--- src/design/ilbmu_pkg.sv ---
package ilbmu_pkg;

   // Configuration register indexes
   localparam int CSR_IDX_W  = 1;
   localparam int CSR_DATA_W = 10;
   localparam logic [CSR_IDX_W-1:0] REG_IMAGE_WIDTH = 1'b0;
   localparam logic [CSR_IDX_W-1:0] REG_PLANAR_MODE = 1'b1;

   localparam logic [9:0] WIDTH_RESET  = 10'd320;
   localparam logic       PLANAR_RESET = 1'b1;

   typedef enum logic [2:0] {
      ST_IDLE,
      ST_DECODE,
      ST_DELIVER,
      ST_ROW_READ,
      ST_ROW_WAIT,
      ST_ROW_EMIT,
      ST_FINISH
   } state_type;

   typedef enum logic [1:0] {
      PH_HEADER,
      PH_LITERAL,
      PH_REPEAT,
      PH_DISCARD
   } phase_type;

   typedef struct packed {
      logic capture;
      logic decode;
      logic put_byte;
      logic rd_issue;
      logic grp_next;
      logic emit_row;
      logic finish;
   } cmd_type;

   typedef struct packed {
      phase_type phase;
      logic      rem_zero;
      logic      rep_last;
      logic      row_full;
      logic      fill_full;
      logic      fill_nz;
      logic      eob;
      logic      planar;
      logic      plane_last;
      logic      group_last;
      logic      out_free;
   } sts_type;

endpackage

--- src/design/ilbmu_ram.sv ---
module ilbmu_ram #(
   parameter int WIDTH = 8,
   parameter int DEPTH = 512
) (
   input  logic                     clock,
   input  logic                     wr_en,
   input  logic [$clog2(DEPTH)-1:0] wr_addr,
   input  logic [WIDTH-1:0]         wr_data,
   input  logic                     rd_en,
   input  logic [$clog2(DEPTH)-1:0] rd_addr,
   output logic [WIDTH-1:0]         rd_data
);

   logic [WIDTH-1:0] mem_ff [DEPTH];
   logic [WIDTH-1:0] rd_data_ff;

   always_ff @(posedge clock) begin
      if (wr_en) begin
         mem_ff[wr_addr] <= wr_data;
      end
      if (rd_en) begin
         rd_data_ff <= mem_ff[rd_addr];
      end
   end

   assign rd_data = rd_data_ff;

endmodule

--- src/design/ilbmu_ctrl.sv ---
module ilbmu_ctrl import ilbmu_pkg::*; (
   input  logic    clock,
   input  logic    reset,
   input  logic    req_valid,
   output logic    req_stall,
   input  sts_type sts,
   output cmd_type cmd
);

   state_type state_ff, state_in;
   logic      can_go;
   logic      flush_wait;

   // pass-through packing needs the output register only when a group fills
   assign can_go     = sts.planar || !sts.fill_full || sts.out_free;
   assign flush_wait = sts.eob && !sts.planar && sts.fill_nz && !sts.out_free;

   always_comb begin
      state_in = state_ff;
      case (state_ff)
         ST_IDLE: begin
            if (req_valid) state_in = ST_DECODE;
         end
         ST_DECODE: begin
            if (sts.phase == PH_LITERAL || (sts.phase == PH_REPEAT && !sts.rem_zero)) begin
               state_in = ST_DELIVER;
            end else begin
               state_in = ST_FINISH;
            end
         end
         ST_DELIVER: begin
            if (can_go) begin
               if (sts.planar && sts.row_full) begin
                  state_in = ST_ROW_READ;
               end else if (sts.rep_last) begin
                  state_in = ST_FINISH;
               end
            end
         end
         ST_ROW_READ: begin
            if (sts.plane_last) state_in = ST_ROW_WAIT;
         end
         ST_ROW_WAIT: begin
            state_in = ST_ROW_EMIT;
         end
         ST_ROW_EMIT: begin
            if (sts.out_free) state_in = sts.group_last ? ST_FINISH : ST_ROW_READ;
         end
         ST_FINISH: begin
            if (!flush_wait) state_in = ST_IDLE;
         end
         default: begin
            state_in = ST_IDLE;
         end
      endcase
   end

   always_comb begin
      cmd       = '0;
      req_stall = (state_ff != ST_IDLE);
      case (state_ff)
         ST_IDLE:     cmd.capture  = req_valid;
         ST_DECODE:   cmd.decode   = 1'b1;
         ST_DELIVER:  cmd.put_byte = can_go;
         ST_ROW_READ: cmd.rd_issue = 1'b1;
         ST_ROW_EMIT: begin
            cmd.emit_row = sts.out_free;
            cmd.grp_next = sts.out_free && !sts.group_last;
         end
         ST_FINISH:   cmd.finish   = !flush_wait;
         default:     cmd          = '0;
      endcase
   end

   always_ff @(posedge clock) begin
      if (reset) begin
         state_ff <= ST_IDLE;
      end else begin
         state_ff <= state_in;
      end
   end

endmodule

--- src/design/ilbmu_dp.sv ---
module ilbmu_dp import ilbmu_pkg::*; #(
   parameter int MAX_WIDTH = 512
) (
   input  logic                  clock,
   input  logic                  reset,
   input  cmd_type               cmd,
   output sts_type               sts,
   input  logic [7:0]            req_data_byte,
   input  logic                  req_end_of_body,
   input  logic                  csr_we,
   input  logic [CSR_IDX_W-1:0]  csr_index,
   input  logic [CSR_DATA_W-1:0] csr_data,
   output logic                  rsp_valid,
   input  logic                  rsp_stall,
   output logic [63:0]           rsp_pixels,
   output logic [3:0]            rsp_pixel_count,
   output logic                  rsp_row_end,
   output logic                  rsp_overrun,
   output logic                  rsp_last
);

   localparam int STORE_LEN = 8 * ((MAX_WIDTH + 7) / 8);
   localparam int ADDR_W    = $clog2(STORE_LEN);
   localparam int POS_W     = $clog2(STORE_LEN + 1);
   localparam int CW        = ((POS_W > 11) ? POS_W : 11) + 1;

   // configuration
   logic [9:0] cfg_width_ff, cfg_width_in;
   logic       cfg_planar_ff, cfg_planar_in;

   // request and decoder state
   logic [7:0]  byte_ff, byte_in;
   logic        eob_ff, eob_in;
   phase_type   phase_ff, phase_in;
   logic [7:0]  rem_ff, rem_in;
   logic [7:0]  rep_ff, rep_in;
   logic        tail_nz_ff, tail_nz_in;
   logic        clip_ff, clip_in;
   logic [POS_W-1:0] pos_ff, pos_in;
   logic [55:0] acc_ff, acc_in;
   logic [2:0]  fill_ff, fill_in;

   // row readout
   logic [6:0]        grp_ff, grp_in;
   logic [2:0]        plane_ff, plane_in;
   logic [ADDR_W-1:0] addr_ff, addr_in;
   logic              rd_pending_ff;
   logic [7:0]        plane_buf_ff [8];
   logic [7:0]        rd_data;

   // output register
   logic        rsp_valid_ff, rsp_valid_in;
   logic [63:0] rsp_pixels_ff, rsp_pixels_in;
   logic [3:0]  rsp_count_ff, rsp_count_in;
   logic        rsp_row_end_ff, rsp_row_end_in;
   logic        rsp_overrun_ff, rsp_overrun_in;
   logic        rsp_last_ff, rsp_last_in;
   logic        rsp_load;

   logic [9:0]  ew;
   logic [7:0]  rb;
   logic [10:0] rowlen;
   logic [3:0]  last_cnt;
   logic        row_full, pos_over, out_free, group_last, pass_last;
   logic [7:0]  rem_dec;
   logic        clip;
   logic        ram_we;
   logic [63:0] row_pix;
   logic [63:0] pix_mask;

   always_comb begin
      ew = cfg_width_ff;
      if (cfg_width_ff == 10'd0) ew = 10'd1;
      if (32'(cfg_width_ff) > MAX_WIDTH) ew = 10'(MAX_WIDTH);
   end

   assign rb         = 8'((11'(ew) + 11'd7) >> 3);
   assign rowlen     = {rb, 3'b000};
   assign last_cnt   = (ew[2:0] == 3'd0) ? 4'd8 : {1'b0, ew[2:0]};
   assign row_full   = (CW'(pos_ff) + CW'(1)) >= CW'(rowlen);
   assign pos_over   = CW'(pos_ff) >= CW'(rowlen);
   assign out_free   = !rsp_valid_ff || !rsp_stall;
   assign group_last = ({1'b0, grp_ff} + 8'd1) == rb;
   // no further group this request: fewer than eight bytes left and no flush
   assign pass_last  = (rep_ff <= 8'd8) && !(eob_ff && rep_ff > 8'd1);
   assign rem_dec    = (rem_ff != 8'd0) ? rem_ff - 8'd1 : 8'd0;
   assign clip       = (rep_ff != 8'd1) || tail_nz_ff;

   // bit k of pixel j comes from plane k, leftmost pixel in the byte's MSB
   always_comb begin
      for (int j = 0; j < 8; j++) begin
         for (int k = 0; k < 8; k++) begin
            row_pix[8*j+k] = plane_buf_ff[k][7-j];
         end
      end
   end

   // zero the pixel slots past the row end
   always_comb begin
      for (int j = 0; j < 8; j++) begin
         pix_mask[8*j +: 8] = (!group_last || 4'(j) < last_cnt) ? 8'hFF : 8'h00;
      end
   end

   always_comb begin
      sts.phase      = phase_ff;
      sts.rem_zero   = (rem_ff == 8'd0);
      sts.rep_last   = (rep_ff == 8'd1);
      sts.row_full   = row_full;
      sts.fill_full  = (fill_ff == 3'd7);
      sts.fill_nz    = (fill_ff != 3'd0);
      sts.eob        = eob_ff;
      sts.planar     = cfg_planar_ff;
      sts.plane_last = (plane_ff == 3'd7);
      sts.group_last = group_last;
      sts.out_free   = out_free;
   end

   always_comb begin
      cfg_width_in   = cfg_width_ff;
      cfg_planar_in  = cfg_planar_ff;
      byte_in        = byte_ff;
      eob_in         = eob_ff;
      phase_in       = phase_ff;
      rem_in         = rem_ff;
      rep_in         = rep_ff;
      tail_nz_in     = tail_nz_ff;
      clip_in        = clip_ff;
      pos_in         = pos_ff;
      acc_in         = acc_ff;
      fill_in        = fill_ff;
      grp_in         = grp_ff;
      plane_in       = plane_ff;
      addr_in        = addr_ff;
      ram_we         = 1'b0;
      rsp_load       = 1'b0;
      rsp_pixels_in  = rsp_pixels_ff;
      rsp_count_in   = rsp_count_ff;
      rsp_row_end_in = rsp_row_end_ff;
      rsp_overrun_in = rsp_overrun_ff;
      rsp_last_in    = rsp_last_ff;

      if (csr_we) begin
         case (csr_index)
            REG_IMAGE_WIDTH: cfg_width_in  = csr_data;
            REG_PLANAR_MODE: cfg_planar_in = csr_data[0];
            default:         cfg_width_in  = cfg_width_ff;
         endcase
      end

      if (cmd.capture) begin
         byte_in = req_data_byte;
         eob_in  = req_end_of_body;
      end

      if (cmd.decode) begin
         case (phase_ff)
            PH_HEADER: begin
               if (byte_ff < 8'd128) begin
                  phase_in = PH_LITERAL;
                  rem_in   = byte_ff + 8'd1;
               end else if (byte_ff > 8'd128) begin
                  phase_in = PH_REPEAT;
                  rem_in   = 8'(9'd257 - {1'b0, byte_ff});
               end
            end
            PH_LITERAL: begin
               rem_in     = rem_dec;
               phase_in   = (rem_dec != 8'd0) ? PH_LITERAL : PH_HEADER;
               rep_in     = 8'd1;
               tail_nz_in = (rem_dec != 8'd0);
               if (cfg_planar_ff && pos_over) pos_in = '0;
            end
            PH_REPEAT: begin
               rep_in     = rem_ff;
               tail_nz_in = 1'b0;
               phase_in   = PH_HEADER;
               rem_in     = 8'd0;
               if (cfg_planar_ff && pos_over) pos_in = '0;
            end
            default: begin
               rem_in = rem_dec;
               if (rem_dec == 8'd0) phase_in = PH_HEADER;
            end
         endcase
      end

      if (cmd.put_byte) begin
         rep_in = rep_ff - 8'd1;
         if (cfg_planar_ff) begin
            ram_we = 1'b1;
            pos_in = pos_ff + POS_W'(1);
            if (row_full) begin
               // row complete: drop the rest of the run, start the readout
               pos_in   = '0;
               clip_in  = clip;
               grp_in   = '0;
               plane_in = '0;
               addr_in  = '0;
               if (clip && phase_ff == PH_LITERAL) phase_in = PH_DISCARD;
            end
         end else if (fill_ff == 3'd7) begin
            rsp_load       = 1'b1;
            rsp_pixels_in  = {byte_ff, acc_ff};
            rsp_count_in   = 4'd8;
            rsp_row_end_in = 1'b0;
            rsp_overrun_in = 1'b0;
            rsp_last_in    = pass_last;
            acc_in         = '0;
            fill_in        = '0;
         end else begin
            for (int i = 0; i < 7; i++) begin
               if (fill_ff == 3'(i)) acc_in[8*i +: 8] = byte_ff;
            end
            fill_in = fill_ff + 3'd1;
         end
      end

      if (cmd.rd_issue) begin
         plane_in = plane_ff + 3'd1;
         addr_in  = ADDR_W'(CW'(addr_ff) + CW'(rb));
      end

      if (cmd.grp_next) begin
         grp_in   = grp_ff + 7'd1;
         plane_in = '0;
         addr_in  = ADDR_W'(CW'(grp_ff) + CW'(1));
      end

      if (cmd.emit_row) begin
         rsp_load       = 1'b1;
         rsp_pixels_in  = row_pix & pix_mask;
         rsp_count_in   = group_last ? last_cnt : 4'd8;
         rsp_row_end_in = group_last;
         rsp_overrun_in = clip_ff;
         rsp_last_in    = group_last;
      end

      if (cmd.finish && eob_ff) begin
         if (!cfg_planar_ff && fill_ff != 3'd0) begin
            rsp_load       = 1'b1;
            rsp_pixels_in  = {8'd0, acc_ff};
            rsp_count_in   = {1'b0, fill_ff};
            rsp_row_end_in = 1'b0;
            rsp_overrun_in = 1'b0;
            rsp_last_in    = 1'b1;
         end
         phase_in = PH_HEADER;
         rem_in   = 8'd0;
         pos_in   = '0;
         acc_in   = '0;
         fill_in  = '0;
      end

      if (rsp_load) begin
         rsp_valid_in = 1'b1;
      end else if (!rsp_stall) begin
         rsp_valid_in = 1'b0;
      end else begin
         rsp_valid_in = rsp_valid_ff;
      end
   end

   always_ff @(posedge clock) begin
      if (reset) begin
         cfg_width_ff  <= WIDTH_RESET;
         cfg_planar_ff <= PLANAR_RESET;
         phase_ff      <= PH_HEADER;
         rem_ff        <= 8'd0;
         pos_ff        <= '0;
         acc_ff        <= '0;
         fill_ff       <= '0;
         rd_pending_ff <= 1'b0;
         rsp_valid_ff  <= 1'b0;
      end else begin
         cfg_width_ff  <= cfg_width_in;
         cfg_planar_ff <= cfg_planar_in;
         phase_ff      <= phase_in;
         rem_ff        <= rem_in;
         pos_ff        <= pos_in;
         acc_ff        <= acc_in;
         fill_ff       <= fill_in;
         rd_pending_ff <= cmd.rd_issue;
         rsp_valid_ff  <= rsp_valid_in;
      end
   end

   always_ff @(posedge clock) begin
      byte_ff        <= byte_in;
      eob_ff         <= eob_in;
      rep_ff         <= rep_in;
      tail_nz_ff     <= tail_nz_in;
      clip_ff        <= clip_in;
      grp_ff         <= grp_in;
      plane_ff       <= plane_in;
      addr_ff        <= addr_in;
      rsp_pixels_ff  <= rsp_pixels_in;
      rsp_count_ff   <= rsp_count_in;
      rsp_row_end_ff <= rsp_row_end_in;
      rsp_overrun_ff <= rsp_overrun_in;
      rsp_last_ff    <= rsp_last_in;
      // shift plane bytes in as reads return; plane 0 ends in slot 0
      if (rd_pending_ff) begin
         for (int i = 0; i < 7; i++) begin
            plane_buf_ff[i] <= plane_buf_ff[i+1];
         end
         plane_buf_ff[7] <= rd_data;
      end
   end

   ilbmu_ram #(
      .WIDTH (8),
      .DEPTH (STORE_LEN)
   ) u_row_store (
      .clock   (clock),
      .wr_en   (ram_we),
      .wr_addr (ADDR_W'(pos_ff)),
      .wr_data (byte_ff),
      .rd_en   (cmd.rd_issue),
      .rd_addr (addr_ff),
      .rd_data (rd_data)
   );

   assign rsp_valid       = rsp_valid_ff;
   assign rsp_pixels      = rsp_pixels_ff;
   assign rsp_pixel_count = rsp_count_ff;
   assign rsp_row_end     = rsp_row_end_ff;
   assign rsp_overrun     = rsp_overrun_ff;
   assign rsp_last        = rsp_last_ff;

   a_load_when_free: assert property (@(posedge clock) disable iff (reset)
      rsp_load |-> out_free)
      else $error("output register loaded while occupied");

   a_write_in_row: assert property (@(posedge clock) disable iff (reset)
      (cmd.put_byte && cfg_planar_ff) |-> (CW'(pos_ff) < CW'(rowlen)))
      else $error("row store write beyond row length");

   a_planes_ready: assert property (@(posedge clock) disable iff (reset)
      cmd.emit_row |-> !rd_pending_ff)
      else $error("group emitted before last plane byte returned");

endmodule

--- src/design/ilbm_body_unpack_to_chunky_unit.sv ---
// A header byte is decoded and the unit then returns to idle to take the next request.
// A literal byte or a run of copies is delivered byte by byte; in planar mode each is a row
// store write. A completed planar row is read out per group of eight pixels: eight plane reads
// through the row store's single read port, a wait for the read data and one output load.
// Synchronous active-high reset clears the decode phase, run count, row position, pass-through
// group and output valid and restores width 320 and planar mode; the row store is not cleared.
module ilbm_body_unpack_to_chunky_unit import ilbmu_pkg::*; #(
   parameter int MAX_WIDTH = 512
) (
   input  logic                  clock,
   input  logic                  reset,
   input  logic                  req_valid,
   output logic                  req_stall,
   input  logic [7:0]            req_data_byte,
   input  logic                  req_end_of_body,
   output logic                  rsp_valid,
   input  logic                  rsp_stall,
   output logic [63:0]           rsp_pixels,
   output logic [3:0]            rsp_pixel_count,
   output logic                  rsp_row_end,
   output logic                  rsp_overrun,
   output logic                  rsp_last,
   input  logic                  csr_valid,
   output logic                  csr_ready,
   input  logic [CSR_IDX_W-1:0]  csr_index,
   input  logic [CSR_DATA_W-1:0] csr_data
);

   cmd_type cmd;
   sts_type sts;

   assign csr_ready = 1'b1;

   ilbmu_ctrl u_ctrl (
      .clock     (clock),
      .reset     (reset),
      .req_valid (req_valid),
      .req_stall (req_stall),
      .sts       (sts),
      .cmd       (cmd)
   );

   ilbmu_dp #(
      .MAX_WIDTH (MAX_WIDTH)
   ) u_dp (
      .clock           (clock),
      .reset           (reset),
      .cmd             (cmd),
      .sts             (sts),
      .req_data_byte   (req_data_byte),
      .req_end_of_body (req_end_of_body),
      .csr_we          (csr_valid),
      .csr_index       (csr_index),
      .csr_data        (csr_data),
      .rsp_valid       (rsp_valid),
      .rsp_stall       (rsp_stall),
      .rsp_pixels      (rsp_pixels),
      .rsp_pixel_count (rsp_pixel_count),
      .rsp_row_end     (rsp_row_end),
      .rsp_overrun     (rsp_overrun),
      .rsp_last        (rsp_last)
   );

endmodule

--- config.mk ---
export PLATFORM = sky130hd
export DESIGN_NAME = ilbm_body_unpack_to_chunky_unit
export DESIGN_NICKNAME = d
export VERILOG_FILES = /design/src/design/ilbmu_pkg.sv /design/src/design/ilbmu_ram.sv /design/src/design/ilbmu_ctrl.sv /design/src/design/ilbmu_dp.sv /design/src/design/ilbm_body_unpack_to_chunky_unit.sv
export SDC_FILE = /design/constraint.sdc
export NUM_CORES = 2
export LEC_CHECK = 0
export BUFFER_PORTS_ARGS = -buffer_cell sky130_fd_sc_hd__buf_4
export CAP_MARGIN = 0
export CORE_MARGIN = 2
export CORE_UTILIZATION = 31
export CTS_CLUSTER_SIZE = 24
export DETAILED_ROUTE_END_ITERATION = 16
export MAX_ROUTING_LAYER = met4
export PLACE_DENSITY_LB_ADDON = 0.15
export SLEW_MARGIN = 20
export SYNTH_ARGS = -nofsm -noshare
export SYNTH_HDL_FRONTEND = slang
export SYNTH_HIERARCHICAL = 1
export SYNTH_MEMORY_MAX_BITS = 65536
export SYNTH_SLANG_ARGS = --single-unit
--- constraint.sdc ---
create_clock -name clock -period 7.2 [get_ports clock]
set_input_delay 1.44 -clock clock [delete_from_list [all_inputs] [get_ports clock]]
set_output_delay 1.44 -clock clock [all_outputs]
set_load 0.05 [all_outputs]
==> impl_metrics.json <==
{
  "yosys_reg_bits": 4372,
  "drt_drc_violations_left": 0,
  "synth.avg_cell_area_sq_um": 18.5,
  "worst_skew_pair.late_latency_ps": 1050,
  "detail_route.iter0.violations": 9880,
  "outcome": "complete, no violations",
  "timing.setup.critical_path_class": "flop to flop",
  "cp.required_ps": 8060,
  "finish.net_count": 9558,
  "max_slew_margin_pct": 14.1,
  "hold_path_class": "flop to flop",
  "num_rows": 274,
  "hold_viol": 0,
  "place_congestion": 0.845,
  "finalSetupViolations": 0,
  "setup.worst_path.start_class": "flop",
  "final_cell_area_sq_mm": 0.197,
  "tritoncts": "done",
  "worst_hold_path.num_cells": 0,
  "io_buffer_count": 97,
  "setup_total_negative_slack_ps": 0,
  "critPathMostFrequentCell": "sky130_fd_sc_hd__nor4_1",
  "reg2reg_from": "u_dp/addr_ff[0]",
  "p_per_area_mw_per_mm2": 331,
  "max-vdd-ir-drop_v": 0.000229,
  "initial_cell_density_of_the_core_pct": 31.0,
  "grt_pass1_vias": 91800,
  "core-area_sq_mm": 0.556,
  "synthesis.nets": 9382,
  "clock-root-buffer": "sky130_fd_sc_hd__clkbuf_16",
  "min_period_over_period_pct": 78.8,
  "synth_warnings": 6,
  "design.die.area_sq_mm": 0.563,
  "rsz_0062_raised_after_global_routing": "false",
  "min_to": "u_dp/plane_buf_ff[1][5]",
  "r2r_slack_ps": 1530,
  "drive_gt1_share_pct": 17.5,
  "drt-vias-per-instance": 5.28,
  "count_of_different_cell_masters_after_synthesis": 91,
  "final_antenna_net_count": 0,
  "cts_max_path_buffers": 4,
  "critPathCaptureType": "flop",
  "cts.htree.levels": 5,
  "area.growth.synth_to_final_pct": 14.2,
  "critPathMaxStageDelay_ps": 1000,
  "worst-path-max-fanout": 32,
  "drtPass1Iterations": 8,
  "postRouteWirelength_um": 523000,
  "fmaxAchievable_ghz": 0.176,
  "post-route-min-period_ps": 5670,
  "cp_cell_sequence": "buf_12 -> buf_4 -> mux2i_1 -> o221ai_1 -> a21oi_1 -> nor4_1 -> nand4_1 -> nor4_1 -> o2111a_1",
  "synth_enable_flop_cells": 4203,
  "detailedPlacementHpwl_um": 318000,
  "total_leakage_power_nw": 61.7,
  "grt_max_degree": 176,
  "cts_sinks": 4372,
  "rr_endpoint": "u_dp/u_row_store/rd_data[4]",
  "synth_flop_cell": "sky130_fd_sc_hd__edfxtp_1",
  "post_cts_buffers": 0,
  "groute.usage.overall_pct": 18.6,
  "synthArstFlopShare_pct": 0,
  "chip_height_um": 750,
  "io_pins": 99,
  "holdBufCountCts": 0,
  "final_core_utilization_pct": 35.5,
  "drv_cap": 0,
  "netlist_instances": 9320,
  "timing.hold.worst.start": "u_dp/plane_buf_ff[1][13]",
  "finalPower_w": 0.0653,
  "cts-resized-gates": 0,
  "total_number_of_vias": 91500,
  "critical_path_arrival_ps": 6530,
  "critical-path-slowest-cell": "sky130_fd_sc_hd__nor4_1",
  "cts_inserted_buffers": 459,
  "antenna_found_initial": 31,
  "die_width_um": 750,
  "final-max-slew-violation-count": 0,
  "syn-cell-area_sq_mm": 0.173,
  "synth-seq-area-share_pct": 75.1,
  "grt_first_pass_wirelength_um": 732000,
  "critPathTopFamily": "simple AND/OR/NAND/NOR gates",
  "routed_wire_length_per_instance_um": 30.1,
  "worst_setup_hold_path_clk_slew_ps": 60,
  "worst_slew_pin_slew_ps": 1290,
  "cp_num_buf_inv": 2,
  "placement.cell_area_sq_mm": 0.182,
  "fin_worst_skew_ps": 68.9,
  "globalRouteOverflowTotal": 0,
  "ff2ff_path_depth": 9
}
logic make-up after synthesis:
kind of cell               synth area share [%]
and+or+nand+nor                            3.53
other                                   0.00653
DFF                                        75.1
buffers and inverters                      2.07
adders and majority gates                 0.274
xor gates and xnor gates                  0.181
AOI/OAI and AO/OA                          5.49
muxes                                      13.3
where the power goes:
group / switching, W / leakage [nW] / internal (W)
Sequential: 0.000376 / 39.2 / 0.0298
Clock: 0.0101 / 7.32 / 0.0137
Combinational: 0.00805 / 15.2 / 0.00333
area by class of cell:
class / count / area (sq um)
Tap cell: 7452 / 9320
Clock buffer: 552 / 12000
Clock inverter: 298 / 3070
Multi-Input combinational cell: 4282 / 39700
Timing Repair Buffer: 308 / 2960
Antenna cell: 16 / 40.0
Inverter: 73 / 283
Sequential cell: 4372 / 130000
Fill cell: 51500 / 359000
registers in the layout, summed over array words and instances (netlist names), 9 cells and up:
signal                   flops
u_dp/acc_ff                 56
u_dp/addr_ff                 9
u_dp/cfg_width_ff           10
u_dp/plane_buf_ff           64
u_dp/pos_ff                 10
u_dp/rsp_pixels             64
u_dp/u_row_store/mem_ff   4096
synth_stat cells, types with 10 or more instances:
| master | n | area [sq um] |
|---|---|---|
| sky130_fd_sc_hd__buf_1 | 45 | 169 |
| sky130_fd_sc_hd__a211oi_1 | 25 | 188 |
| sky130_fd_sc_hd__a21o_1 | 23 | 173 |
| sky130_fd_sc_hd__and2_1 | 37 | 231 |
| sky130_fd_sc_hd__nand2_1 | 239 | 897 |
| sky130_fd_sc_hd__xnor2_1 | 18 | 158 |
| sky130_fd_sc_hd__or2_2 | 10 | 62.6 |
| sky130_fd_sc_hd__or3_1 | 20 | 125 |
| sky130_fd_sc_hd__nand4_1 | 35 | 219 |
| sky130_fd_sc_hd__a31oi_1 | 20 | 125 |
| sky130_fd_sc_hd__a21oi_1 | 269 | 1350 |
| sky130_fd_sc_hd__edfxtp_1 | 4203 | 126000 |
| sky130_fd_sc_hd__o22ai_1 | 173 | 1080 |
| sky130_fd_sc_hd__o31ai_1 | 20 | 150 |
| sky130_fd_sc_hd__clkbuf_1 | 322 | 1210 |
| sky130_fd_sc_hd__a22oi_1 | 120 | 901 |
| sky130_fd_sc_hd__o21ai_0 | 199 | 996 |
| sky130_fd_sc_hd__buf_4 | 78 | 586 |
| sky130_fd_sc_hd__mux2i_1 | 826 | 8270 |
| sky130_fd_sc_hd__a22o_1 | 28 | 245 |
| sky130_fd_sc_hd__nor2_1 | 696 | 2610 |
| sky130_fd_sc_hd__buf_8 | 11 | 165 |
| sky130_fd_sc_hd__buf_6 | 64 | 721 |
| sky130_fd_sc_hd__inv_1 | 71 | 267 |
| sky130_fd_sc_hd__dfxtp_1 | 169 | 3380 |
| sky130_fd_sc_hd__nor3_1 | 134 | 671 |
| sky130_fd_sc_hd__nor3b_1 | 19 | 143 |
| sky130_fd_sc_hd__buf_2 | 67 | 335 |
| sky130_fd_sc_hd__nor2b_1 | 23 | 144 |
| sky130_fd_sc_hd__nand3_1 | 60 | 300 |
| sky130_fd_sc_hd__mux4_2 | 654 | 14700 |
| sky130_fd_sc_hd__xor2_1 | 15 | 131 |
| sky130_fd_sc_hd__nand2b_1 | 18 | 113 |
| sky130_fd_sc_hd__ha_1 | 37 | 463 |
| sky130_fd_sc_hd__o221ai_1 | 371 | 3250 |
| sky130_fd_sc_hd__nor4_1 | 43 | 269 |
worst max path at each step:
stage                               start                         endpoint  slack (ps)  cells past startpoint
after global placement    u_dp/addr_ff[0]      u_dp/u_row_store/rd_data[4]        1250                      9
after floorplan           u_dp/byte_ff[2]                   u_dp/rem_ff[5]        -680                      7
after detailed placement        rsp_stall  u_dp/u_row_store/mem_ff[345][3]        1410                     12
after CTS                 u_dp/addr_ff[0]      u_dp/u_row_store/rd_data[4]        1730                      9
after global routing      u_dp/addr_ff[0]      u_dp/u_row_store/rd_data[4]        1590                      9
final                     u_dp/addr_ff[0]      u_dp/u_row_store/rd_data[4]        1530                      9
per-layer routing:
| layer | part of all wire [%] | vias to the layer above | global-route usage (%) | wire (um) |
|---|---|---|---|---|
| met5 | 0 | - | - | 0 |
| met4 | 2.4 | 0 | 4.28 | 12700 |
| met3 | 6.2 | 648 | 2.60 | 32200 |
| met2 | 47 | 3454 | 28.9 | 244000 |
| met1 | 45 | 48900 | 25.9 | 234000 |
| li1 | - | 38500 | - | - |
stage by stage:
stage | cells | hold WS [ps] | worst slack (ps)
2_1_floorplan | 9320 | 400 | -683
3_3_place_gp | 16500 | 430 | 1250
3_5_place_dp | 16500 | 426 | 1410
4_1_cts | 17300 | 424 | 1730
5_1_grt | 17300 | 451 | 1590
6_report | 17400 | 430 | 1530
cell usage in the layout (no fill, tap or decap), types with 120 or more instances in the layout:
cell type,n
sky130_fd_sc_hd__a21oi_1,268
sky130_fd_sc_hd__o21ai_0,193
sky130_fd_sc_hd__dfxtp_1,168
sky130_fd_sc_hd__clkbuf_16,465
sky130_fd_sc_hd__edfxtp_1,4203
sky130_fd_sc_hd__mux4_2,654
sky130_fd_sc_hd__a22oi_1,120
sky130_fd_sc_hd__buf_4,255
sky130_fd_sc_hd__o221ai_1,371
sky130_fd_sc_hd__mux2i_1,826
sky130_fd_sc_hd__nor2_1,689
sky130_fd_sc_hd__o22ai_1,173
sky130_fd_sc_hd__nand2_1,222
sky130_fd_sc_hd__nor3_1,133
No activity file was read; power rests on OpenSTA's default activity.
